<file path="src/ufbs_pkg.sv">
// Shared types and constants for the fractional baud divider search.
// Used by ufbs_divider and uart_fractional_baud_search; no dependencies.
package ufbs_pkg;

  localparam int unsigned ClkW   = 27;
  localparam int unsigned BaudW  = 22;
  localparam int unsigned ErrW   = 27;
  localparam int unsigned CandW  = 28;
  localparam int unsigned DivW   = 31;
  localparam int unsigned CntW   = 5;

  localparam logic [ClkW-1:0]  ClkReset   = 27'd12000000;
  localparam logic [CandW-1:0] LatchLimit = 28'h000FFFF;

  localparam logic CfgIdxClk  = 1'b0;
  localparam logic CfgIdxFrac = 1'b1;

  typedef enum logic [9:0] {
    ST_IDLE   = 10'b00_0000_0001,
    ST_PAIR   = 10'b00_0000_0010,
    ST_GO1    = 10'b00_0000_0100,
    ST_WAIT1  = 10'b00_0000_1000,
    ST_CAND   = 10'b00_0001_0000,
    ST_GO2    = 10'b00_0010_0000,
    ST_WAIT2  = 10'b00_0100_0000,
    ST_UPD    = 10'b00_1000_0000,
    ST_NEXT   = 10'b01_0000_0000,
    ST_FINISH = 10'b10_0000_0000
  } state_e;

  typedef struct packed {
    logic            start;
    logic [DivW-1:0] dividend;
    logic [DivW-1:0] divisor;
  } div_req_t;

  typedef struct packed {
    logic            done;
    logic [DivW-1:0] quotient;
  } div_rsp_t;

endpackage

</file>
<file path="src/ufbs_divider.sv">
// Restoring unsigned divider, one quotient bit per cycle.
// Depends on ufbs_pkg for widths and the request and response structs.
module ufbs_divider (
  input  logic               clk_i,
  input  logic               rst_ni,
  input  ufbs_pkg::div_req_t req_i,
  output ufbs_pkg::div_rsp_t rsp_o
);

  localparam int unsigned W = ufbs_pkg::DivW;

  logic                       busy_q;
  logic                       done_q;
  logic [ufbs_pkg::CntW-1:0]  cnt_q;
  logic [W-1:0]               rem_q;
  logic [W-1:0]               quo_q;
  logic [W-1:0]               dvs_q;
  logic [W:0]                 shifted;
  logic [W:0]                 diff;
  logic                       qbit;

  assign shifted = {rem_q, quo_q[W-1]};
  assign diff    = shifted - {1'b0, dvs_q};
  assign qbit    = (shifted >= {1'b0, dvs_q});

  always_ff @(posedge clk_i or negedge rst_ni) begin
    if (!rst_ni) begin
      busy_q <= 1'b0;
      done_q <= 1'b0;
      cnt_q  <= '0;
    end else begin
      done_q <= 1'b0;
      if (req_i.start) begin
        busy_q <= 1'b1;
        cnt_q  <= ufbs_pkg::CntW'(W - 1);
      end else if (busy_q) begin
        cnt_q <= cnt_q - ufbs_pkg::CntW'(1);
        if (cnt_q == '0) begin
          busy_q <= 1'b0;
          done_q <= 1'b1;
        end
      end
    end
  end

  always_ff @(posedge clk_i) begin
    if (req_i.start) begin
      rem_q <= '0;
      quo_q <= req_i.dividend;
      dvs_q <= req_i.divisor;
    end else if (busy_q) begin
      rem_q <= qbit ? diff[W-1:0] : shifted[W-1:0];
      quo_q <= {quo_q[W-2:0], qbit};
    end
  end

  assign rsp_o.done     = done_q;
  assign rsp_o.quotient = quo_q;

  a_start_idle : assert property (@(posedge clk_i) disable iff (!rst_ni)
    req_i.start |-> !busy_q)
    else $error("divider started while busy");
  a_start_busy : assert property (@(posedge clk_i) disable iff (!rst_ni)
    req_i.start |=> busy_q && !done_q)
    else $error("divider did not begin after start");
  a_done_after_busy : assert property (@(posedge clk_i) disable iff (!rst_ni)
    done_q |-> !busy_q && $past(busy_q))
    else $error("divider done without a finished run");

endmodule

</file>
<file path="src/uart_fractional_baud_search.sv">
// Top level of the fractional baud divider search: sequencer and configuration.
// Depends on ufbs_pkg and ufbs_divider.
//
//   channel | signals                                   | direction
//   cfg     | cfg_we_i, cfg_idx_i, cfg_data_i           | in, write only
//   in      | in_valid_i, in_ready_o, baud_rate_i       | in
//   out     | out_valid_o, out_ready_i, multiplier_o,   | out
//           | divide_add_o, divisor_latch_o,            |
//           | baud_error_o, no_fit_o                    |
//
// Each division, issue included, runs in the one shared restoring divider.
// A prescaler pair needs at most three divisions plus steps.
// With fractional mode on, a full search covers 240 pairs, else only one; it ends early
// once an error of at most one is found. A zero request goes straight to the finish step.
// One item is searched at a time; a finished result waits in the output
// register while the next item is accepted, and a search holds in its last step while that
// register is full. Reset restores the clock and fractional enable registers.
module uart_fractional_baud_search (
  input  logic        clk_i,
  input  logic        rst_ni,
  input  logic        cfg_we_i,
  input  logic        cfg_idx_i,
  input  logic [26:0] cfg_data_i,
  input  logic        in_valid_i,
  output logic        in_ready_o,
  input  logic [21:0] baud_rate_i,
  output logic        out_valid_o,
  input  logic        out_ready_i,
  output logic [3:0]  multiplier_o,
  output logic [3:0]  divide_add_o,
  output logic [15:0] divisor_latch_o,
  output logic [22:0] baud_error_o,
  output logic        no_fit_o
);

  ufbs_pkg::state_e   state_q, state_d;
  ufbs_pkg::div_req_t div_req;
  ufbs_pkg::div_rsp_t div_rsp;

  logic [ufbs_pkg::ClkW-1:0]  clk_hz_q;
  logic                       frac_en_q;
  logic [ufbs_pkg::BaudW-1:0] baud_q;
  logic [3:0]                 mul_q;
  logic [3:0]                 add_q;
  logic [4:0]                 sum_q;
  logic [ufbs_pkg::DivW-1:0]  num_q;
  logic [ufbs_pkg::DivW-1:0]  den_q;
  logic [ufbs_pkg::DivW-1:0]  dvs_q;
  logic [ufbs_pkg::CandW-1:0] cand_q;
  logic                       k_q;
  logic [ufbs_pkg::ErrW-1:0]  err_q;
  logic [ufbs_pkg::ErrW-1:0]  best_err_q;
  logic [3:0]                 best_mul_q;
  logic [3:0]                 best_add_q;
  logic [15:0]                best_div_q;
  logic                       found_q;
  logic                       out_valid_q;
  logic                       in_acc;
  logic                       stop;
  logic                       cand_skip;
  logic                       better;
  logic                       last_add;
  logic                       last_mul;
  logic                       out_free;
  logic [4:0]                 pair_sum;
  logic [ufbs_pkg::ErrW-1:0]  achieved;
  logic [ufbs_pkg::ErrW-1:0]  baud_ext;

  assign in_ready_o = (state_q == ufbs_pkg::ST_IDLE);
  assign in_acc     = in_valid_i && in_ready_o;
  assign stop       = found_q && (best_err_q <= ufbs_pkg::ErrW'(1));
  assign cand_skip  = (cand_q == '0) || (cand_q >= ufbs_pkg::LatchLimit);
  assign better     = !found_q || (err_q < best_err_q);
  assign last_add   = frac_en_q ? (add_q == 4'd15) : (add_q == 4'd0);
  assign last_mul   = frac_en_q ? (mul_q == 4'd15) : (mul_q == 4'd1);
  assign out_free   = !out_valid_q || out_ready_i;
  assign pair_sum   = {1'b0, mul_q} + {1'b0, add_q};
  assign achieved   = div_rsp.quotient[ufbs_pkg::ErrW-1:0];
  assign baud_ext   = ufbs_pkg::ErrW'(baud_q);

  assign div_req.start    = (state_q == ufbs_pkg::ST_GO1) || (state_q == ufbs_pkg::ST_GO2);
  assign div_req.dividend = num_q;
  assign div_req.divisor  = (state_q == ufbs_pkg::ST_GO1) ? den_q : dvs_q;

  ufbs_divider u_divider (
    .clk_i  (clk_i),
    .rst_ni (rst_ni),
    .req_i  (div_req),
    .rsp_o  (div_rsp)
  );

  always_comb begin
    state_d = state_q;
    case (state_q)
      ufbs_pkg::ST_IDLE: begin
        if (in_acc) begin
          state_d = (baud_rate_i == '0) ? ufbs_pkg::ST_FINISH : ufbs_pkg::ST_PAIR;
        end
      end
      ufbs_pkg::ST_PAIR:  state_d = stop ? ufbs_pkg::ST_FINISH : ufbs_pkg::ST_GO1;
      ufbs_pkg::ST_GO1:   state_d = ufbs_pkg::ST_WAIT1;
      ufbs_pkg::ST_WAIT1: begin
        if (div_rsp.done) begin
          state_d = ufbs_pkg::ST_CAND;
        end
      end
      ufbs_pkg::ST_CAND:  state_d = cand_skip ? ufbs_pkg::ST_NEXT : ufbs_pkg::ST_GO2;
      ufbs_pkg::ST_GO2:   state_d = ufbs_pkg::ST_WAIT2;
      ufbs_pkg::ST_WAIT2: begin
        if (div_rsp.done) begin
          state_d = ufbs_pkg::ST_UPD;
        end
      end
      ufbs_pkg::ST_UPD:   state_d = ufbs_pkg::ST_NEXT;
      ufbs_pkg::ST_NEXT: begin
        if (!k_q) begin
          state_d = ufbs_pkg::ST_CAND;
        end else if (last_add && last_mul) begin
          state_d = ufbs_pkg::ST_FINISH;
        end else begin
          state_d = ufbs_pkg::ST_PAIR;
        end
      end
      ufbs_pkg::ST_FINISH: begin
        if (out_free) begin
          state_d = ufbs_pkg::ST_IDLE;
        end
      end
      default: state_d = ufbs_pkg::ST_IDLE;
    endcase
  end

  always_ff @(posedge clk_i or negedge rst_ni) begin
    if (!rst_ni) begin
      state_q     <= ufbs_pkg::ST_IDLE;
      clk_hz_q    <= ufbs_pkg::ClkReset;
      frac_en_q   <= 1'b1;
      found_q     <= 1'b0;
      out_valid_q <= 1'b0;
    end else begin
      state_q <= state_d;
      if (cfg_we_i) begin
        case (cfg_idx_i)
          ufbs_pkg::CfgIdxClk:  clk_hz_q  <= cfg_data_i;
          ufbs_pkg::CfgIdxFrac: frac_en_q <= cfg_data_i[0];
          default: ;
        endcase
      end
      if (in_acc) begin
        found_q <= 1'b0;
      end else if (state_q == ufbs_pkg::ST_UPD && better) begin
        found_q <= 1'b1;
      end
      if (state_q == ufbs_pkg::ST_FINISH && out_free) begin
        out_valid_q <= 1'b1;
      end else if (out_ready_i) begin
        out_valid_q <= 1'b0;
      end
    end
  end

  always_ff @(posedge clk_i) begin
    case (state_q)
      ufbs_pkg::ST_IDLE: begin
        if (in_acc) begin
          baud_q <= baud_rate_i;
          mul_q  <= 4'd1;
          add_q  <= 4'd0;
        end
      end
      ufbs_pkg::ST_PAIR: begin
        num_q <= {4'b0000, clk_hz_q} * {27'd0, mul_q};
        sum_q <= pair_sum;
        den_q <= {({5'd0, baud_q} * {22'd0, pair_sum}), 4'b0000};
      end
      ufbs_pkg::ST_WAIT1: begin
        cand_q <= div_rsp.quotient[ufbs_pkg::CandW-1:0];
        k_q    <= 1'b0;
      end
      ufbs_pkg::ST_CAND: begin
        dvs_q <= {6'd0, ({5'd0, cand_q[15:0]} * {16'd0, sum_q}), 4'b0000};
      end
      ufbs_pkg::ST_WAIT2: begin
        err_q <= (achieved > baud_ext) ? (achieved - baud_ext) : (baud_ext - achieved);
      end
      ufbs_pkg::ST_UPD: begin
        if (better) begin
          best_err_q <= err_q;
          best_mul_q <= mul_q;
          best_add_q <= add_q;
          best_div_q <= cand_q[15:0];
        end
      end
      ufbs_pkg::ST_NEXT: begin
        if (!k_q) begin
          k_q    <= 1'b1;
          cand_q <= cand_q + ufbs_pkg::CandW'(1);
        end else if (last_add) begin
          add_q <= 4'd0;
          mul_q <= mul_q + 4'd1;
        end else begin
          add_q <= add_q + 4'd1;
        end
      end
      ufbs_pkg::ST_FINISH: begin
        if (out_free) begin
          multiplier_o    <= found_q ? best_mul_q : 4'd1;
          divide_add_o    <= found_q ? best_add_q : 4'd0;
          divisor_latch_o <= found_q ? best_div_q : 16'd1;
          baud_error_o    <= found_q ? best_err_q[22:0] : 23'd0;
          no_fit_o        <= !found_q;
        end
      end
      default: ;
    endcase
  end

  assign out_valid_o = out_valid_q;

  a_nonzero_starts : assert property (@(posedge clk_i) disable iff (!rst_ni)
    (in_acc && baud_rate_i != '0) |=> state_q == ufbs_pkg::ST_PAIR)
    else $error("search did not start after a nonzero request");
  a_no_fit_default : assert property (@(posedge clk_i) disable iff (!rst_ni)
    (out_valid_o && no_fit_o) |->
      (multiplier_o == 4'd1 && divide_add_o == 4'd0 &&
       divisor_latch_o == 16'd1 && baud_error_o == 23'd0))
    else $error("no-fit result is not the default setting");
  a_fit_latch_range : assert property (@(posedge clk_i) disable iff (!rst_ni)
    (out_valid_o && !no_fit_o) |->
      (divisor_latch_o != 16'd0 && divisor_latch_o != 16'hFFFF && multiplier_o != 4'd0))
    else $error("chosen setting out of range");
  a_update_found : assert property (@(posedge clk_i) disable iff (!rst_ni)
    (state_q == ufbs_pkg::ST_UPD) |=> found_q)
    else $error("candidate update did not mark a fit");

endmodule
</file>
<file path="config.mk">
export PLATFORM = sky130hd
export DESIGN_NAME = uart_fractional_baud_search
export DESIGN_NICKNAME = d
export VERILOG_FILES = /design/src/ufbs_pkg.sv /design/src/ufbs_divider.sv /design/src/uart_fractional_baud_search.sv
export SDC_FILE = /design/constraint.sdc
export NUM_CORES = 1
export LEC_CHECK = 0
export BUFFER_PORTS_ARGS = -buffer_cell sky130_fd_sc_hd__buf_2
export CORE_AREA = 2 2 252 204
export CTS_CLUSTER_SIZE = 24
export DETAILED_ROUTE_END_ITERATION = 10
export DIE_AREA = 0 0 254 206
export PLACE_DENSITY_LB_ADDON = 0.1
export SLEW_MARGIN = 40
export SYNTH_ARGS = -nofsm -noshare
export SYNTH_HDL_FRONTEND = slang
export SYNTH_HIERARCHICAL = 1
export SYNTH_SLANG_ARGS = --single-unit
</file>
<file path="constraint.sdc">
create_clock -name clk_i -period 11.1 [get_ports clk_i]
set_input_delay 0 -clock clk_i [delete_from_list [all_inputs] [get_ports clk_i]]
set_output_delay 0 -clock clk_i [all_outputs]
set_load 0.05 [all_outputs]
</file>
* After elaboration in Yosys (flattened, before gate mapping)
Index checks and enable logic that the tools add are counted.
** Storage, ports and cells
- Bits of input ports :: 55
- Logic and storage cells :: 137
- Bits in writable memories :: 0
- Memories :: 0
- Output and inout port bits :: 50
- Register bits after elaboration :: 409
- Memory bits (read-only) :: 0
- Bits in latches :: 0
** Cells by class
- Shifts and indexed selects :: 0
- Bitwise logic cells :: 1
- $lt $le $gt $ge :: 5
- Div/mod/pow operators :: 0
- $mul :: 3
- Add/subtract/negate cells :: 8
- Mux-type cells :: 40
- Equality and inequality tests :: 20
- Reductions and logical operators :: 29
** Operators with widths (count)
- case mux 10 bit (10 select lines) :: 1
- two-way mux 31 bit :: 3
- two-way mux 10 bit :: 8
- case mux 28 bit (2 select lines) :: 1
- >= comparator 32 x 31 -> 1 bit :: 1
- multiplier 27 x 4 -> 31 bit :: 1
- subtractor 31 bit :: 1
- adder 28 x 1 -> 28 bit, second input constant :: 1
- >= comparator 28 x 16 -> 1 bit, second input constant :: 1
- zero test 28 bit :: 1
- two-way mux 28 bit :: 1
- > comparator 27 x 22 -> 1 bit :: 1
- <= comparator 27 x 1 -> 1 bit, second input constant :: 1
- less-than comparator 27 bit :: 1
- multiplier 22 x 5 -> 27 bit :: 1
- two-way mux 27 bit :: 1
- subtractor 22 x 27 -> 27 bit :: 1
- subtractor 27 x 22 -> 27 bit :: 1
- two-way mux 25 bit :: 1
- two-way mux 4 bit :: 6
- zero test 22 bit :: 1
- multiplier 16 x 5 -> 21 bit :: 1
- case mux 4 bit (2 select lines) :: 2
- two-way mux 1 bit :: 12
- 30 further kinds :: 56

* Depth between registers and ports, before layout
- Depth in word-level cells :: 6
- Depth in mapped cells :: 24
- Gate-level depth less buffers :: 23

* Cells and area by module
The synthesis kept the hierarchy.
** Modules (own cells, without submodules)
- uart_fractional_baud_search :: seq. area each 9093.7 µm², area each 23077.1 µm², times used 1, cells an instance 2205
- ufbs_divider :: seq. area each 2657.5 µm², area each 5591.6 µm², times used 1, cells an instance 535

* Least setup slack after synthesis
No wires, ideal clock.
- Path kind :: reg-to-reg
- From :: register err_q[1] in the netlist's numbering
- To :: register best_add_q[0], enable pin
- Buffers on the path :: 0
- Path slack :: 0.480 ns
- Period minus slack after synthesis :: 10.620 ns
- Library setup time :: 0.734 ns
- Data required time :: 10.366 ns
- Stages on the path, launching flop included :: 12
- Arrival :: 9.886 ns
- Cells stage by stage :: edfxtp_1 -> ha_1 -> a21o_1 -> a21o_1 -> a211oi_1 -> o21bai_1 -> a21oi_1 -> o21ai_0 -> a21oi_1 -> o21bai_1 -> a211o_1 -> a2111oi_0
** Between the ends
- Word-level cells in the longest chain between the ends :: 3
** RTL lines
- from (decl) :: line uart_fractional_baud_search.sv:51 : logic [ufbs_pkg::ErrW-1:0] err_q;
- from (signal assigned) :: line uart_fractional_baud_search.sv:184 : err_q <= (achieved > baud_ext) ? (achieved - baud_ext) : (baud_ext - achieved);
- less-than comparator 27 bit :: line uart_fractional_baud_search.sv:73 : assign better = !found_q || (err_q < best_err_q);
- logical OR 1 bit :: line uart_fractional_baud_search.sv:73
- AND reduction 2 bit (no source line)
- to (signal assigned) :: line uart_fractional_baud_search.sv:190 : best_add_q <= add_q;
- to (decl) :: line uart_fractional_baud_search.sv:54 : logic [3:0] best_add_q;
Every way passes these cells.
A chain may end at the register's enable or synchronous reset.

* Final worst setup path
- From :: register mul_q[0]
- To :: register den_q[30] in the netlist's numbering (data pin)
** Between the ends
- Word-level cells in the longest chain between the ends :: 2
** RTL lines
- from (decl) :: line uart_fractional_baud_search.sv:43 : logic [3:0] mul_q;
- from (signal assigned) :: line uart_fractional_baud_search.sv:200 : mul_q <= mul_q + 4'd1;
- adder 4 x 4 -> 5 bit :: line uart_fractional_baud_search.sv:77 : assign pair_sum = {1'b0, mul_q} + {1'b0, add_q};
- named net pair_sum[4] :: line uart_fractional_baud_search.sv:65 : logic [4:0] pair_sum;
- multiplier 22 x 5 -> 27 bit :: line uart_fractional_baud_search.sv:174 : den_q <= {({5'd0, baud_q} * {22'd0, pair_sum}), 4'b0000};
- to (signal assigned) :: line uart_fractional_baud_search.sv:174
- to (decl) :: line uart_fractional_baud_search.sv:47 : logic [ufbs_pkg::DivW-1:0] den_q;
The timed path passes the listed nets, and every way through them passes these cells.

==> flow_summary.toml <==
[outcome]
status = "completed"

[setup_path]
r2r_setup_slack_ps = 4580
reg2reg_to = "den_q[30]"
worst_setup_path_start_kind = "register"
worstSetupPathType = "reg -> reg"
crit_end = "den_q[30]"
crit_fanout = 33
startpoint = "mul_q[0]"
critical_path.endpoint_type = "register"
cp.arrival_ps = 6830
worstRegToRegCells = 24
critPathRequiredTime_ps = 11410
reg2reg_from = "mul_q[0]"

[cells_and_area]
syn_to_final_growth_pct = 11.4
fill_cells = 4101
multiInputGateArea_um2 = 15300
num-nets-final = 3291
final_cells = 3591
final_util_pct = 63.6
final-seq-area_um2 = 11800
layout-drive-gt1-share_pct = 11.6

[placed_design]
numPlacedInstances = 3453
dp_slack_ps = 4540
dp_hpwl_um = 50400
place.gp.congestion = 0.920
portBuffers = 104

[routing]
drc = 0
wire_per_inst_um = 18.7
drt_pass1_iterations = 5
ant_nets = 0
drt_iter0_markers = 1563
vias = 20100
vias_per_cell = 5.59
drt_wl_total_um = 67100

[global_routing]
grt_usage_pct = 26.5
grt_pass1_vias = 19900
overflow = 0
antenna_found_initial = 3
grt_pass1_wl_um = 108000
grt_max_degree = 66

[clock_tree]
cts-buffers-inserted = 45
htreeDepth = 2
ctsRootBufferMaster = "clkbuf_16"
clk_pin_slew_worst_paths_ps = 60
cts_tree = "built"
cts_buffer_depth = 3
post_cts_buffers = 0
clk_latency_ps = 580
cts.sinks = 409

[logic_synthesis]
avgSynthCellArea_um2 = 10.5
syn_inst = 2740
async_flop_share_pct = 11.5
synth-edff-count = 331
yosys_warnings = 6
ys_ff_latch = 409
yosys.cell_types.count = 76
synth-main-ff-cell = "edfxtp_1"
syn_area_um2 = 28700
ys_seq_area_share_pct = 41.0

[timing]
setup_viol_count_final = 0
period_minus_slack_ps = 6520
drv_slew = 0
finalHoldViolCount = 0
worstMarginPinSlew_ps = 877
layout_setup_ws_ps = 4580
fin_skew_ps = 28.0
tns_ps = 0
rsz0062_at_grt = "false"
finalCritPeriodShare_pct = 58.7
fmax_ghz = 0.153
slew_headroom_pct = 41.4

[floorplanning]
die-width_um = 254
die_h_um = 206
die_area_um2 = 52300
floorplan.initialDensity_pct = 57.1
core_um2 = 50200
ios = 105
num_rows = 74

[run]
max-cap-violations = 0

[worst_hold_path]
hold_path.class = "in -> reg"
kinds of logic after synthesis:
family,synth area share (%)
compound gates,10.5
other cells,0.0131
xor+xnor,4.58
flops,41.0
buf+inv,5.78
mux,3.84
fa+ha+maj,20.1
simple gates,14.2
routing by layer:
metal | vias to the layer above | share of wire [%] | track usage, % | routed length, um
li1 | 9644 | - | - | -
met1 | 9806 | 47 | 38.7 | 31600
met2 | 555 | 43 | 40.5 | 29200
met3 | 78 | 7.6 | 5.60 | 5100
met4 | 0 | 1.9 | 6.26 | 1270
met5 | - | 0 | 0 | 0
synthesized netlist by cell type (6+ instances only):
master	number	area share, %
xor2_1	54	1.6
fa_1	156	11
a211oi_1	26	0.68
o211ai_1	9	0.24
mux2_2	80	3.1
buf_6	7	0.27
a32oi_1	6	0.18
ha_1	211	9.2
buf_2	9	0.16
nand2b_1	31	0.68
mux2i_1	20	0.70
nor2b_1	23	0.50
nand4_1	24	0.52
a21oi_1	151	2.6
and2_1	178	3.9
o31ai_1	10	0.26
or4_1	6	0.16
o21ai_1	6	0.10
o21bai_1	19	0.50
o21ai_0	109	1.9
o21a_1	14	0.37
xnor2_1	96	2.9
nor2_1	164	2.1
dfstp_2	12	1.1
nor4_1	24	0.52
nand2_1	245	3.2
a31oi_1	9	0.20
dfrtp_1	35	3.1
clkbuf_1	77	1.0
and3_1	15	0.33
inv_1	313	4.1
or2_2	10	0.22
nand3_1	43	0.75
dfxtp_1	31	2.2
a21o_1	69	1.8
edfxtp_1	331	35
nor3_1	30	0.52
repair_timing:
| action | 4_1_cts | 5_1_grt |
|---|---|---|
| hold endpoints to repair | 101 | 0 |
| gates resized for setup | 0 | 0 |
| setup endpoints to repair | 0 | 0 |
| hold buffers | 53 | 0 |
worst min path at each step:
stage | depth (start not counted) | slack, ps | endpoint | from
floorplan | 0 | -300 | clk_hz_q[0] | rst_ni
global placement | 2 | 140 | found_q | rst_ni
detailed placement | 2 | 150 | found_q | rst_ni
CTS | 4 | 40 | clk_hz_q[6] | cfg_idx_i
global route | 4 | 70 | clk_hz_q[8] | cfg_idx_i
finish | 4 | 70 | clk_hz_q[8] | cfg_idx_i
layout make-up:
cell class	count	share of cell area, %
tap	684	2.68
multi-input combinational	1917	48.1
sequential	409	36.8
clock inverter	22	0.748
timing repair buffer	181	3.87
antenna	1	0.00784
clock buffer	62	4.12
inverter	315	3.70
placed cells by master (no fill, tap or decap), types with 12 or more instances in the layout:
cell type and instances:
dfrtp_1 34, clkbuf_16 50, a21oi_1 150, nor2_1 161
fa_1 155, dfstp_2 12, xor2_1 54, buf_2 104
a211oi_1 26, nor4_1 21, ha_1 210, nand2_1 245
dfxtp_1 31, o21ai_0 108, a21o_1 69, edfxtp_1 331
inv_1 311, and3_1 15, nor3_1 30, mux2i_1 20
mux2_2 80, buf_4 23, o21a_1 14, nor2b_1 21
nand3_1 43, and2_1 177, o21bai_1 19, xnor2_1 96
nand2b_1 31, dlygate4sd3_1 53, nand4_1 24
registers in the layout, summed over array words and instances, names as in the netlist, 5 cells and up:
register and flops:
best_err_q 27, sum_q 5, state_q 10, u_divider/cnt_q 5
baud_q 22, u_divider/quo_q 31, u_divider/rem_q 31, den_q 27
baud_error_o 23, divisor_latch_o 16, dvs_q 21, cand_q 28
err_q 27, u_divider/dvs_q 31, clk_hz_q 27, num_q 31
best_div_q 16
worst max-delay path, stage by stage (launching register included):
cell	delay (ps)
edfxtp_1	350
buf_4	250
ha_2	260
fa_2	360
a21o_1	180
a21oi_1	130
buf_4	270
inv_1	160
nand2_1	120
fa_1	420
fa_1	530
fa_1	550
inv_1	40
ha_1	320
a21o_1	170
a21oi_1	260
o21ai_0	130
a21oi_1	350
o2111ai_1	180
a31o_2	260
a21oi_1	360
nor3_1	110
o31ai_1	240
nand2b_1	100
xor2_1	140
per-stage QoR:
| stage | instance area [um2] | hold slack [ps] |
|---|---|---|
| 2_1_floorplan | 28700 | -296 |
| 3_3_place_gp | 29800 | 138 |
| 4_1_cts | 31900 | 39.8 |
| 6_report | 31900 | 70.5 |
| 3_5_place_dp | 29800 | 146 |
| 5_1_grt | 31900 | 65.1 |
Power is not shown: default switching activity piles up to over one toggle a cycle in this logic, so the estimate is an artifact.
